<file path="src/rtl/irbcd_pkg.sv">
// Shared types and constants for the IR beam calibrated detector.
// No dependencies; used by irbcd_core and ir_beam_calibrated_detector_unit.
`default_nettype none

package irbcd_pkg;

   localparam int SENSOR_W   = 3;
   localparam int SENS_W     = 12;
   localparam int ROUNDS_W   = 10;
   localparam int CSR_IDX_W  = 2;
   localparam int CSR_DATA_W = 12;
   // Fraction bits of the sensitivity gain
   localparam int SENS_FRAC  = 8;

   localparam logic [CSR_IDX_W-1:0] CSR_SENSITIVITY = 2'd0;
   localparam logic [CSR_IDX_W-1:0] CSR_SKIP_ROUNDS = 2'd1;
   localparam logic [CSR_IDX_W-1:0] CSR_CAL_ROUNDS  = 2'd2;

   localparam logic [SENS_W-1:0]   SENSITIVITY_RESET = 12'd128;
   localparam logic [ROUNDS_W-1:0] SKIP_ROUNDS_RESET = 10'd10;
   localparam logic [ROUNDS_W-1:0] CAL_ROUNDS_RESET  = 10'd100;

   typedef enum logic [1:0] {
      PHASE_SKIP   = 2'd0,
      PHASE_CAL    = 2'd1,
      PHASE_DETECT = 2'd2
   } phase_type;

   typedef struct packed {
      logic [SENS_W-1:0]   sensitivity;
      logic [ROUNDS_W-1:0] skip_rounds;
      logic [ROUNDS_W-1:0] calibration_rounds;
   } cfg_type;

   typedef struct packed {
      logic pressed;
      logic calibrated;
   } result_type;

endpackage

`default_nettype wire

</file>
<file path="src/rtl/ir_beam_calibrated_detector_unit.sv">
// Top level of the IR beam calibrated detector: handshake, input and result
// registers, configuration registers. Depends on irbcd_pkg and irbcd_core.
//
// Usage:
//   req_* carries one sensor's ambient and lit readings per transaction;
//   rsp_* returns exactly one result per request, in order: the sensor echo,
//   pressed, and calibrated (set once the detect phase handles the item).
//   csr_we writes register csr_index (0 sensitivity, 1 skip_rounds,
//   2 calibration_rounds) from csr_data; other indexes ignored.
// Timing:
//   An accepted request waits in the input register until the result register
//   can take it; rsp_valid comes from the result register. One transaction per
//   cycle while rsp_ready is high: the input register feeds the phase logic,
//   store lookup and threshold multiply, which land in the result register.
// Reset:
//   Synchronous, active high. Phase returns to skip, item count and all
//   per-sensor maxima clear, registers return to 128, 10 and 100.
// Backpressure:
//   While rsp_ready is low the result register holds; one more request can
//   wait in the input register, after which req_ready drops.
`default_nettype none

module ir_beam_calibrated_detector_unit #(
   parameter int NUM_SENSORS = 6,
   parameter int ADC_BITS    = 12
) (
   input  wire logic                             clock,
   input  wire logic                             reset,
   input  wire logic                             req_valid,
   output      logic                             req_ready,
   input  wire logic [irbcd_pkg::SENSOR_W-1:0]   req_sensor,
   input  wire logic [ADC_BITS-1:0]              req_ambient_reading,
   input  wire logic [ADC_BITS-1:0]              req_lit_reading,
   output      logic                             rsp_valid,
   input  wire logic                             rsp_ready,
   output      logic [irbcd_pkg::SENSOR_W-1:0]   rsp_sensor_out,
   output      logic                             rsp_pressed,
   output      logic                             rsp_calibrated,
   input  wire logic                             csr_we,
   input  wire logic [irbcd_pkg::CSR_IDX_W-1:0]  csr_index,
   input  wire logic [irbcd_pkg::CSR_DATA_W-1:0] csr_data
);

   irbcd_pkg::cfg_type    cfg_ff;
   irbcd_pkg::result_type result;

   logic                           in_valid_ff;
   logic [irbcd_pkg::SENSOR_W-1:0] in_sensor_ff;
   logic [ADC_BITS-1:0]            in_ambient_ff, in_lit_ff;
   logic                           out_valid_ff;
   logic [irbcd_pkg::SENSOR_W-1:0] out_sensor_ff;
   logic                           out_pressed_ff, out_calibrated_ff;
   logic                           advance;

   assign advance   = in_valid_ff && (!out_valid_ff || rsp_ready);
   assign req_ready = !in_valid_ff || advance;

   always_ff @(posedge clock) begin
      if (reset) begin
         cfg_ff.sensitivity        <= irbcd_pkg::SENSITIVITY_RESET;
         cfg_ff.skip_rounds        <= irbcd_pkg::SKIP_ROUNDS_RESET;
         cfg_ff.calibration_rounds <= irbcd_pkg::CAL_ROUNDS_RESET;
      end else if (csr_we) begin
         unique case (csr_index)
            irbcd_pkg::CSR_SENSITIVITY: cfg_ff.sensitivity <= csr_data;
            irbcd_pkg::CSR_SKIP_ROUNDS:
               cfg_ff.skip_rounds <= csr_data[irbcd_pkg::ROUNDS_W-1:0];
            irbcd_pkg::CSR_CAL_ROUNDS:
               cfg_ff.calibration_rounds <= csr_data[irbcd_pkg::ROUNDS_W-1:0];
            default: ;
         endcase
      end
   end

   // Input register
   always_ff @(posedge clock) begin
      if (reset) begin
         in_valid_ff <= 1'b0;
      end else if (req_ready) begin
         in_valid_ff <= req_valid;
      end
   end

   always_ff @(posedge clock) begin
      if (req_ready && req_valid) begin
         in_sensor_ff  <= req_sensor;
         in_ambient_ff <= req_ambient_reading;
         in_lit_ff     <= req_lit_reading;
      end
   end

   irbcd_core #(
      .NUM_SENSORS (NUM_SENSORS),
      .ADC_BITS    (ADC_BITS)
   ) u_core (
      .clock           (clock),
      .reset           (reset),
      .step            (advance),
      .cfg             (cfg_ff),
      .sensor          (in_sensor_ff),
      .ambient_reading (in_ambient_ff),
      .lit_reading     (in_lit_ff),
      .result          (result)
   );

   // Result register
   always_ff @(posedge clock) begin
      if (reset) begin
         out_valid_ff <= 1'b0;
      end else if (advance) begin
         out_valid_ff <= 1'b1;
      end else if (rsp_ready) begin
         out_valid_ff <= 1'b0;
      end
   end

   always_ff @(posedge clock) begin
      if (advance) begin
         out_sensor_ff     <= in_sensor_ff;
         out_pressed_ff    <= result.pressed;
         out_calibrated_ff <= result.calibrated;
      end
   end

   assign rsp_valid      = out_valid_ff;
   assign rsp_sensor_out = out_sensor_ff;
   assign rsp_pressed    = out_pressed_ff;
   assign rsp_calibrated = out_calibrated_ff;

endmodule

`default_nettype wire

</file>
<file path="src/rtl/irbcd_core.sv">
// Phase sequencing, per-sensor maximum store and press decision.
// Depends on irbcd_pkg. State advances once per transaction on step.
`default_nettype none

module irbcd_core #(
   parameter int NUM_SENSORS = 6,
   parameter int ADC_BITS    = 12
) (
   input  wire logic                          clock,
   input  wire logic                          reset,
   input  wire logic                          step,
   input  wire irbcd_pkg::cfg_type            cfg,
   input  wire logic [irbcd_pkg::SENSOR_W-1:0] sensor,
   input  wire logic [ADC_BITS-1:0]           ambient_reading,
   input  wire logic [ADC_BITS-1:0]           lit_reading,
   output irbcd_pkg::result_type              result
);

   localparam int MAX_TOTAL = ((1 << irbcd_pkg::ROUNDS_W) - 1) * NUM_SENSORS;
   localparam int CNT_W     = $clog2(MAX_TOTAL + 1);
   localparam int THR_W     = irbcd_pkg::SENS_W + ADC_BITS - irbcd_pkg::SENS_FRAC;
   localparam int PROD_W    = irbcd_pkg::SENS_W + ADC_BITS;

   irbcd_pkg::phase_type phase_ff, phase_in, eff_phase;
   logic [CNT_W-1:0]     count_ff, count_in, eff_count;
   logic [ADC_BITS-1:0]  max_ff [NUM_SENSORS];

   logic [CNT_W-1:0]     skip_total, cal_total;
   logic                 sensor_ok;
   logic [ADC_BITS-1:0]  cur_max;
   logic [ADC_BITS:0]    diff;
   logic                 diff_neg;
   logic                 grow;
   logic [PROD_W-1:0]    product;
   logic [THR_W-1:0]     thr;

   assign skip_total = CNT_W'(cfg.skip_rounds) * CNT_W'(NUM_SENSORS);
   assign cal_total  = CNT_W'(cfg.calibration_rounds) * CNT_W'(NUM_SENSORS);

   // Next-state: a phase whose length is used up hands the item to the next phase
   always_comb begin
      eff_phase = phase_ff;
      eff_count = count_ff;
      if (eff_phase == irbcd_pkg::PHASE_SKIP && eff_count >= skip_total) begin
         eff_phase = irbcd_pkg::PHASE_CAL;
         eff_count = '0;
      end
      if (eff_phase == irbcd_pkg::PHASE_CAL && eff_count >= cal_total) begin
         eff_phase = irbcd_pkg::PHASE_DETECT;
         eff_count = '0;
      end
      phase_in = eff_phase;
      count_in = eff_count;
      if (eff_phase == irbcd_pkg::PHASE_SKIP || eff_phase == irbcd_pkg::PHASE_CAL) begin
         count_in = eff_count + CNT_W'(1);
      end
   end

   // Store read: one sensor selected per transaction
   always_comb begin
      sensor_ok = 1'b0;
      cur_max   = '0;
      for (int k = 0; k < NUM_SENSORS; k++) begin
         if (int'(sensor) == k) begin
            sensor_ok = 1'b1;
            cur_max   = max_ff[k];
         end
      end
   end

   assign diff     = {1'b0, ambient_reading} - {1'b0, lit_reading};
   assign diff_neg = diff[ADC_BITS];
   assign grow     = sensor_ok && !diff_neg && (diff[ADC_BITS-1:0] > cur_max);
   assign product  = PROD_W'(cfg.sensitivity) * PROD_W'(cur_max);
   assign thr      = product[PROD_W-1:irbcd_pkg::SENS_FRAC];

   // Outputs
   always_comb begin
      result.pressed    = 1'b0;
      result.calibrated = 1'b0;
      if (eff_phase == irbcd_pkg::PHASE_DETECT) begin
         result.calibrated = 1'b1;
         result.pressed    = sensor_ok && (diff_neg || (THR_W'(diff[ADC_BITS-1:0]) < thr));
      end
   end

   always_ff @(posedge clock) begin
      if (reset) begin
         phase_ff <= irbcd_pkg::PHASE_SKIP;
         count_ff <= '0;
      end else if (step) begin
         phase_ff <= phase_in;
         count_ff <= count_in;
      end
   end

   // Store clears at reset; calibration only ever raises an entry
   always_ff @(posedge clock) begin
      for (int k = 0; k < NUM_SENSORS; k++) begin
         if (reset) begin
            max_ff[k] <= '0;
         end else if (step && eff_phase == irbcd_pkg::PHASE_CAL && grow
                      && int'(sensor) == k) begin
            max_ff[k] <= diff[ADC_BITS-1:0];
         end
      end
   end

endmodule

`default_nettype wire

</file>
<file path="config.mk">
export PLATFORM = sky130hd
export DESIGN_NAME = ir_beam_calibrated_detector_unit
export DESIGN_NICKNAME = d
export VERILOG_FILES = /design/src/rtl/irbcd_pkg.sv /design/src/rtl/ir_beam_calibrated_detector_unit.sv /design/src/rtl/irbcd_core.sv
export SDC_FILE = /design/constraint.sdc
export NUM_CORES = 1
export LEC_CHECK = 0
export BUFFER_PORTS_ARGS = -buffer_cell sky130_fd_sc_hd__clkbuf_2
export CAP_MARGIN = 10
export CORE_UTILIZATION = 60
export DETAILED_ROUTE_END_ITERATION = 10
export PLACE_DENSITY = 0.87
export SETUP_SLACK_MARGIN = 0.4
export SLEW_MARGIN = 0
export SYNTH_ARGS = -nofsm -noshare
export SYNTH_HDL_FRONTEND = slang
export SYNTH_SLANG_ARGS = --single-unit
</file>
<file path="constraint.sdc">
create_clock -name clock -period 21 [get_ports clock]
set_input_delay 4.2 -clock clock [delete_from_list [all_inputs] [get_ports clock]]
set_output_delay 4.2 -clock clock [all_outputs]
set_load 0.1 [all_outputs]
</file>
==> flow_metrics.tcl, run 1 <==
set metrics [dict create \
    wl_um 31430 \
    irDropWorstVdd_v 0.00006800 \
    yosysWarningCount 0 \
    seq_area_frac_synth_pct 31.01 \
    clk_pin_slew_ps 60 \
    report.final.slew_viol_count 0 \
    p_leak_nw 6.716 \
    grt_pass1_wl_um 51870 \
    first_iter_violations 978 \
    grtUsageTotal_pct 29.75 \
    fp.coreArea_um2 21350 \
    final_layout_size_suffix_gt1_share_pct 8.863 \
    critical_path_class "input pin to output port" \
    hold_path.class "flip-flop to flip-flop" \
    layout_common_cells "inv_1 (194), nand2_1 (174), ha_1 (138)" \
    antenna_found_initial 0 \
    total_power_uw 884.5 \
    ctsHoldBuffers 0 \
    grt_max_degree 49 \
    ant_nets 0 \
    cpPeakStageDelay_ps 380 \
    p_per_area_nw_per_um2 61.41 \
    crit_slowest_cell "clkbuf_2" \
    path_max_fanout 4 \
    cts_tree "yes" \
    antenna-diode-count 0 \
    status "finished clean" \
    via_count 10370 \
    maxCapViolCount 0 \
    vias_per_cell 6.069 \
    cp.required_ps 16800 \
    clock-root-buffer "clkbuf_16" \
    min_period_ps 9197 \
    row_count 53 \
    die-width_um 150.5 \
    globalplace.congestion 0.9114 \
    final_common_cell "inv_1" \
    drc 0 \
    hold_ws_ps 501.3 \
    crit_top_cell "clkbuf_2" \
    port_buffers 52 \
    final_hold_viol_count 0 \
    start_util_pct 61.98 \
    clock-sinks 153 \
    dp_hpwl_um 22780 \
    finalNonFillerCells 1708 \
    final_core_util_pct 67.46 \
    arrival_ps 5000 \
    multiInputGateArea_um2 8183 \
    first_pass_iters 5 \
    io_pins 53 \
    clk_latency_ps 440 \
    critPathLaunchType "input pin" \
    crit_chain "clkbuf_2 -> nor2b_1 -> nand2_1 -> clkbuf_2" \
    critical_path_buf_inv_count 2 \
    slew_headroom_pct 20.64 \
    synthToLayoutAreaGrowth_pct 8.830 \
    cp_top_family "buffers and inverters" \
    fin_setup_tns_ps 0 \
    overflow 0 \
    synthDistinctLibCells 70 \
    setup_viol_count_final 0 \
    timing.final.crit_share_pct 43.79 \
    worst_pin_slew_ps 1190 \
    dieArea_um2 22660 \
    async_reset_ff_share_pct 0 \
    ys_seq_elements 153 \
    synth_edf_count 104 \
    htreeDepth 4 \
    cts_setup_buffers 0 \
    ys.flop_type "edfxtp_1" \
    dp_cells 1674 \
    synthCells 1392 \
    cts_resized 0 \
    syn_avg_cell_area_um2 9.508 \
    crit_path_end_kind "output port" \
    wl_per_cell_um 18.40 \
    cts_buffers 17 \
    syn_nets 1678 \
    nFillCells 1577 \
    syn_area_um2 13240 \
    rsz0062_at_grt "false" \
    seq_area_um2 4104 \
    clock_skew_ps 10.61 \
    die-height_um 150.5 \
    max_freq_mhz 108.7 \
    nNetsFinal 1706 \
    grt_pass1_vias 10730 \
    cts_max_path_buffers 2 \
]
==> per-layer routing <==
| layer | vias to the layer above | part of all wire [%] | track usage [%] |
|---|---|---|---|
| met4 | 0 | 3.0 | 12.17 |
| met2 | 435 | 52 | 52.24 |
| met3 | 94 | 7.0 | 4.606 |
| li1 | 4766 | - | - |
| met5 | - | 0 | 0 |
| met1 | 5071 | 38 | 36.39 |
==> tightest hold or removal path, delay by kind of cell, from the launching register on <==
family          cells  cell delay (ps)
compound gates      1               50
flops               1              340
simple gates        1               70
==> power breakdown <==
group	total, mW	switching [mW]	internal [mW]
sequential	0.346	0.0119	0.334
clock	0.309	0.124	0.186
combinational	0.229	0.145	0.0840
total	0.885	0.281	0.604
==> Yosys cell counts, types with 6 or more instances <==
cell / n / area, um^2
inv_1: 194 / 728.2
nand2_1: 174 / 653.1
ha_1: 138 / 1727
edfxtp_1: 104 / 3123
fa_1: 102 / 2042
a21oi_1: 71 / 355.3
nor2_1: 67 / 251.5
and2_1: 62 / 387.9
nor3_1: 53 / 265.3
clkbuf_1: 51 / 191.4
dfxtp_1: 49 / 980.9
mux2i_1: 32 / 320.3
a21o_1: 26 / 195.2
xnor2_1: 26 / 227.7
nand4_1: 21 / 131.4
nand3_1: 18 / 90.09
o21ai_0: 17 / 85.08
xor2_1: 13 / 113.9
nand2b_1: 11 / 68.82
o21bai_1: 11 / 82.58
and3_1: 10 / 62.56
nor2b_1: 10 / 62.56
a31oi_1: 9 / 56.30
o211ai_1: 8 / 60.06
buf_2: 7 / 35.03
o21a_1: 7 / 52.55
o221ai_1: 7 / 61.31
nand3b_1: 6 / 45.04
==> cell type report <==
type | instances | share of cell area (%)
multi-input cells | 980 | 56.81
flip-flops and latches | 153 | 28.49
inverters | 194 | 5.056
clock buffers | 24 | 3.596
repair buffers | 74 | 3.092
well taps | 275 | 2.389
clock inverters | 8 | 0.5646
==> stage by stage <==
step	instance area [um^2]	setup slack, ps
after floorplan	13240	11840
after global placement	13770	11800
after detailed placement	13770	11790
after CTS	14370	11780
after global routing	14400	11750
final	14400	11800
==> kinds of logic after synthesis <==
family	share of synthesized area (%)
xor+xnor	2.581
buf+inv	7.506
simple gates	17.14
compound gates	10.02
fa+ha+maj	28.47
mux	3.271
flops	31.01
==> state kept, by name, summed over array words and instances, names as in the netlist <==
| name | cells |
|---|---|
| cfg_ff | 32 |
| in_ambient_ff | 12 |
| in_lit_ff | 12 |
| in_sensor_ff | 3 |
| in_valid_ff | 1 |
| rsp_calibrated | 1 |
| rsp_pressed | 1 |
| rsp_sensor_out | 3 |
| rsp_valid | 1 |
| u_core.count_ff | 13 |
| u_core.max_ff | 72 |
| u_core.phase_ff | 2 |
==> worst paths after layout <==
check / slack, ps / endpoint / cells after the start / startpoint
max: 11800 / req_ready / 4 / rsp_ready
min: 500 / cfg_ff[3] / 2 / cfg_ff[3]
max reg2reg: 12660 / rsp_pressed / 27 / in_sensor_ff[1]
min reg2reg: 500 / cfg_ff[3] / 2 / cfg_ff[3]
Power figures use the tool's default switching activity.
==> inputs of run 2 (changes only) <==
--- a/config.mk
+++ b/config.mk
@@ -7,9 +7,9 @@
 export LEC_CHECK = 0
 export BUFFER_PORTS_ARGS = -buffer_cell sky130_fd_sc_hd__clkbuf_2
 export CAP_MARGIN = 10
-export CORE_UTILIZATION = 60
+export CORE_UTILIZATION = 58
 export DETAILED_ROUTE_END_ITERATION = 10
-export PLACE_DENSITY = 0.87
+export PLACE_DENSITY = 0.88
 export SETUP_SLACK_MARGIN = 0.4
 export SLEW_MARGIN = 0
 export SYNTH_ARGS = -nofsm -noshare
==> constraint.sdc (replaced) <==
create_clock -name clock -period 8.2 [get_ports clock]
set_input_delay 1.64 -clock clock [delete_from_list [all_inputs] [get_ports clock]]
set_output_delay 1.64 -clock clock [all_outputs]
set_load 0.1 [all_outputs]
==> flow_metrics.tcl, run 2 (synthesized netlist as in run 1, its figures left out) <==
set metrics [dict create \
    cts_buffers 17 \
    final_core_util_pct 65.76 \
    via_count 10650 \
    max_freq_mhz 136.1 \
    irDropWorstVdd_v 0.0001826 \
    die-width_um 153.1 \
    clock-root-buffer "clkbuf_16" \
    ant_nets 0 \
    rr_startpoint "in_sensor_ff[0]" \
    overflow 0 \
    setup_viol_count_final 0 \
    clk_pin_slew_ps 60 \
    grt_max_degree 49 \
    wl_um 32280 \
    hold_ws_ps 504.0 \
    min_path_cells 2 \
    synthToLayoutAreaGrowth_pct 9.775 \
    wl_per_cell_um 18.74 \
    start_util_pct 59.90 \
    timing.final.crit_share_pct 89.62 \
    clock_skew_ps 9.216 \
    hp-start "cfg_ff[4]" \
    crit_path_end_kind "flip-flop" \
    cp.required_ps 8500 \
    p_per_area_nw_per_um2 157.3 \
    grt_pass1_wl_um 53070 \
    nNetsFinal 1716 \
    ctsHoldBuffers 0 \
    whs_endpoint "cfg_ff[4]" \
    slew_headroom_pct 40.11 \
    globalplace.congestion 0.8865 \
    first_iter_violations 779 \
    min_period_ps 7349 \
    status "finished clean" \
    final_layout_size_suffix_gt1_share_pct 9.979 \
    row_count 54 \
    clock-sinks 153 \
    dp_cells 1683 \
    critical_path_class "flip-flop to flip-flop" \
    finalNonFillerCells 1723 \
    htreeDepth 4 \
    crit_slowest_cell "fa_1" \
    die-height_um 153.1 \
    rsz0062_at_grt "false" \
    rrSetupSlack_ps 850 \
    cpPeakStageDelay_ps 550 \
    layout_common_cells "inv_1 (194), nand2_1 (174), ha_1 (138)" \
    clk_latency_ps 440 \
    grt_pass1_vias 11140 \
    fin_setup_tns_ps 0 \
    largest_reg_flops 72 \
    port_buffers 52 \
    reg_top3 "u_core.max_ff x72, cfg_ff x32, u_core.count_ff x13" \
    hold_path.class "flip-flop to flip-flop" \
    critPathLaunchType "flip-flop" \
    r2r-end "rsp_pressed" \
    antenna-diode-count 0 \
    path_max_fanout 14 \
    r2r_cells 28 \
    dieArea_um2 23430 \
    io_pins 53 \
    final_hold_viol_count 0 \
    cts_tree "yes" \
    cts_max_path_buffers 2 \
    fp.coreArea_um2 22090 \
    antenna_found_initial 0 \
    vias_per_cell 6.181 \
    arrival_ps 7650 \
    grtUsageTotal_pct 28.51 \
    crit_top_cell "fa_1" \
    report.final.slew_viol_count 0 \
    p_leak_nw 6.745 \
    top_register "u_core.max_ff" \
    dp_hpwl_um 23360 \
    drc 0 \
    first_pass_iters 7 \
    final_common_cell "inv_1" \
    worst_pin_slew_ps 898.4 \
    maxCapViolCount 0 \
]
-- run 2: cell count changes in the layout (fill, tap and decap cells not counted), sizes merged --
cell,before,now
clkinvlp,0,2
clkbuf,76,69
inv,196,197
bufinv,1,3
buf,22,32
clkinv,5,7
-- run 2: area by class of cell --
| cell class | instances | area, um^2 |
|---|---|---|
| fillers | 1574 | 7565 |
| repair buffers | 84 | 533.0 |
| flip-flops and latches | 153 | 4104 |
| clock inverters | 15 | 173.9 |
| multi-input cells | 980 | 8214 |
| clock buffers | 17 | 425.4 |
| inverters | 194 | 728.2 |
| well taps | 280 | 350.3 |
-- run 2: worst max-delay path, delay by kind of cell, from the launching register on --
family                     cells  cell delay (ps)
adders and majority gates      7             3150
AOI/OAI and AO/OA             10             1950
buffers and inverters          5              720
and+or+nand+nor                4              590
DFF                            1              390
muxes                          1              230
xor gates and xnor gates       1              170
-- run 2: repair_timing --
item,in CTS,in global routing
buffers inserted,4,3
gates resized for setup,4,6
endpoints found under the setup margin,1,1
-- run 2: per-stage QoR --
step                area [um^2]  setup WS, ps  total power [mW]
finish                    14530         851.5             2.286
global route              14530         431.7             2.382
CTS                       14450         407.1             2.272
detailed placement        13780         301.5             1.461
global placement          13780         569.6             1.431
floorplan                 13240          1096             1.311
-- run 2: worst max-delay path by stage --
stage	from	endpoint	slack, ps	cells past startpoint
after floorplan	in_sensor_ff[0]	rsp_pressed	1100	28
after global placement	in_sensor_ff[0]	rsp_pressed	570	25
after detailed placement	in_sensor_ff[0]	rsp_pressed	300	28
after CTS	in_sensor_ff[1]	rsp_pressed	410	24
after global routing	in_sensor_ff[0]	rsp_pressed	430	30
final	in_sensor_ff[0]	rsp_pressed	850	28
-- run 2: power by group --
part / total (mW) / internal (mW) / switching, mW
clock: 0.810 / 0.479 / 0.331
combinational: 0.589 / 0.217 / 0.372
sequential: 0.887 / 0.856 / 0.0308
-- run 2: per-layer routing --
layer	vias up	track usage, %	routed length, um
li1	4785	-	-
met3	155	4.168	2061
met1	5176	33.04	12050
met5	-	0	0
met4	0	18.13	1597
met2	534	49.62	16570
==> inputs of run 3 (changes only) <==
--- a/config.mk
+++ b/config.mk
@@ -7,9 +7,10 @@
 export LEC_CHECK = 0
 export BUFFER_PORTS_ARGS = -buffer_cell sky130_fd_sc_hd__clkbuf_2
 export CAP_MARGIN = 10
-export CORE_UTILIZATION = 58
+export CORE_UTILIZATION = 43
 export DETAILED_ROUTE_END_ITERATION = 10
-export PLACE_DENSITY = 0.88
+export PLACE_DENSITY = 0.7
+export RECOVER_POWER = 100
 export SETUP_SLACK_MARGIN = 0.4
 export SLEW_MARGIN = 0
 export SYNTH_ARGS = -nofsm -noshare
==> flow_metrics.tcl, run 3 (synthesized netlist as in run 1, its figures left out) <==
set metrics [dict create \
    status "finished with violations" \
    failed_checks "capacitance limit, slew limit" \
    crit_slowest_cell "fa_1" \
    whs_endpoint "cfg_ff[3]" \
    rrSetupSlack_ps 550 \
    fin_ws_ps 551.4 \
    rr_startpoint "in_sensor_ff[1]" \
    cts_tree "yes" \
    r2r-end "rsp_pressed" \
    cp.required_ps 8490 \
    final_layout_size_suffix_gt1_share_pct 8.639 \
    min_period_ps 7649 \
    setup_viol_count_final 0 \
    path_max_fanout 13 \
    largest_reg_flops 72 \
    place_ws_ps 343.3 \
    cpPeakStageDelay_ps 550 \
    vias_per_cell 5.475 \
    die-width_um 177.4 \
    worst_pin_slew_ps 2076 \
    crit_top_cell "fa_1" \
    antenna-diode-count 0 \
    layout_common_cells "inv_1 (194), nand2_1 (174), ha_1 (138)" \
    min_path_cells 2 \
    antenna_found_initial 0 \
    wl_met2_um 15490 \
    globalplace.congestion 0.8624 \
    first_iter_violations 629 \
    dieArea_um2 31490 \
    ctsHoldBuffers 0 \
    max_freq_mhz 130.7 \
    critical_path_class "flip-flop to flip-flop" \
    htreeDepth 4 \
    place_area_um2 14000 \
    port_buffers 52 \
    fp.coreArea_um2 29950 \
    p_per_area_nw_per_um2 153.4 \
    hold_path.class "flip-flop to flip-flop" \
    hold_ws_ps 486.1 \
    clock_skew_ps 11.98 \
    report.final.slew_viol_count 47 \
    clk_pin_slew_ps 60 \
    wl_per_cell_um 16.45 \
    hp-start "cfg_ff[3]" \
    dr_wl_met3_um 1334 \
    ant_nets 0 \
    nNetsFinal 1720 \
    crit_path_end_kind "flip-flop" \
    synthToLayoutAreaGrowth_pct 10.22 \
    top_register "u_core.max_ff" \
    final_hold_viol_count 0 \
    clk_latency_ps 420 \
    clock-sinks 153 \
    start_util_pct 44.19 \
    reg_top3 "u_core.max_ff x72, cfg_ff x32, u_core.count_ff x13" \
    maxCapViolCount 1 \
    clock-root-buffer "clkbuf_16" \
    r2r_cells 25 \
    arrival_ps 7940 \
    drt-met1-wl_um 12870 \
    slew_headroom_pct -38.40 \
    p_leak_nw 6.688 \
    io_pins 53 \
    grt_pass1_wl_um 50520 \
    cts_buffers 17 \
    final_common_cell "inv_1" \
    overflow 0 \
    irDropWorstVdd_v 0.0001633 \
    grt_pass1_vias 10140 \
    die-height_um 177.4 \
    wl_um 30210 \
    grt_max_degree 49 \
    final_area_um2 14590 \
    first_pass_iters 5 \
    rsz0062_at_grt "false" \
    total_power_mw 2.238 \
    top_layer "met4" \
    timing.final.crit_share_pct 93.28 \
    critPathLaunchType "flip-flop" \
    row_count 63 \
    fin_setup_tns_ps 0 \
    dp_hpwl_um 23560 \
    drc 0 \
    via_count 10060 \
    grtUsageTotal_pct 20.21 \
    cts_max_path_buffers 2 \
]
==> run 3: changes by cell type in the layout (fill, tap and decap cells not counted), moves of 3 or more <==
cell | previous run | this run
clkbuf_1 | 0 | 19
clkbuf_2 | 52 | 44
and2_0 | 0 | 3
and2_1 | 62 | 59
clkinv_1 | 3 | 0
o41ai_1 | 1 | 4
o41ai_2 | 3 | 0
==> run 3: layout make-up <==
class                      count  area [um^2]
timing repair buffer          88        493.0
sequential                   153         4104
multi-input combinational    980         8185
tap                          390        488.0
fill                        2784        15370
inverter                     194        728.2
clock buffer                  24        505.5
clock inverter                 8        83.83
==> run 3: routing by layer <==
layer | GRT usage (%) | vias to the layer above
met3 | 2.785 | 39
met4 | 5.520 | 0
met1 | 26.05 | 4961
met2 | 35.29 | 255
li1 | - | 4803
met5 | 0 | -
==> run 3: worst max-delay path, delay by kind of cell (launching register included) <==
kind	cells	cell delay [ps]
DFF	1	520
buffers and inverters	4	660
muxes	1	330
xor gates and xnor gates	1	160
adders and majority gates	7	3170
and+or+nand+nor	3	590
AOI/OAI and AO/OA	9	2070
==> run 3: how the worst max path moves through the flow <==
stage | end | slack [ps] | from | cells past startpoint
6_report | rsp_pressed | 550 | in_sensor_ff[1] | 25
5_1_grt | rsp_pressed | 230 | in_sensor_ff[1] | 25
4_1_cts | rsp_pressed | 470 | in_sensor_ff[1] | 24
3_5_place_dp | rsp_pressed | 340 | in_sensor_ff[0] | 30
3_3_place_gp | rsp_pressed | 610 | in_sensor_ff[0] | 30
2_1_floorplan | rsp_pressed | 1100 | in_sensor_ff[0] | 28
==> run 3: repair_timing <==
action / in CTS / in global routing
resized for setup: 1 / 9
setup endpoints to repair: 1 / 1
setup buffers: 0 / 1
==> run 3: per-stage QoR <==
| step | instances | util [%] |
|---|---|---|
| after floorplan | 1392 | - |
| after global placement | 1803 | 46.73 |
| after detailed placement | 1803 | 46.73 |
| after CTS | 1835 | 48.71 |
| after global routing | 1837 | 48.70 |
| final | 1837 | 48.70 |
==> run 3: where the power goes <==
part | total, mW | switching (mW) | internal (mW)
registers | 0.885 | 0.0288 | 0.857
clock network | 0.780 | 0.314 | 0.467
logic | 0.572 | 0.356 | 0.216
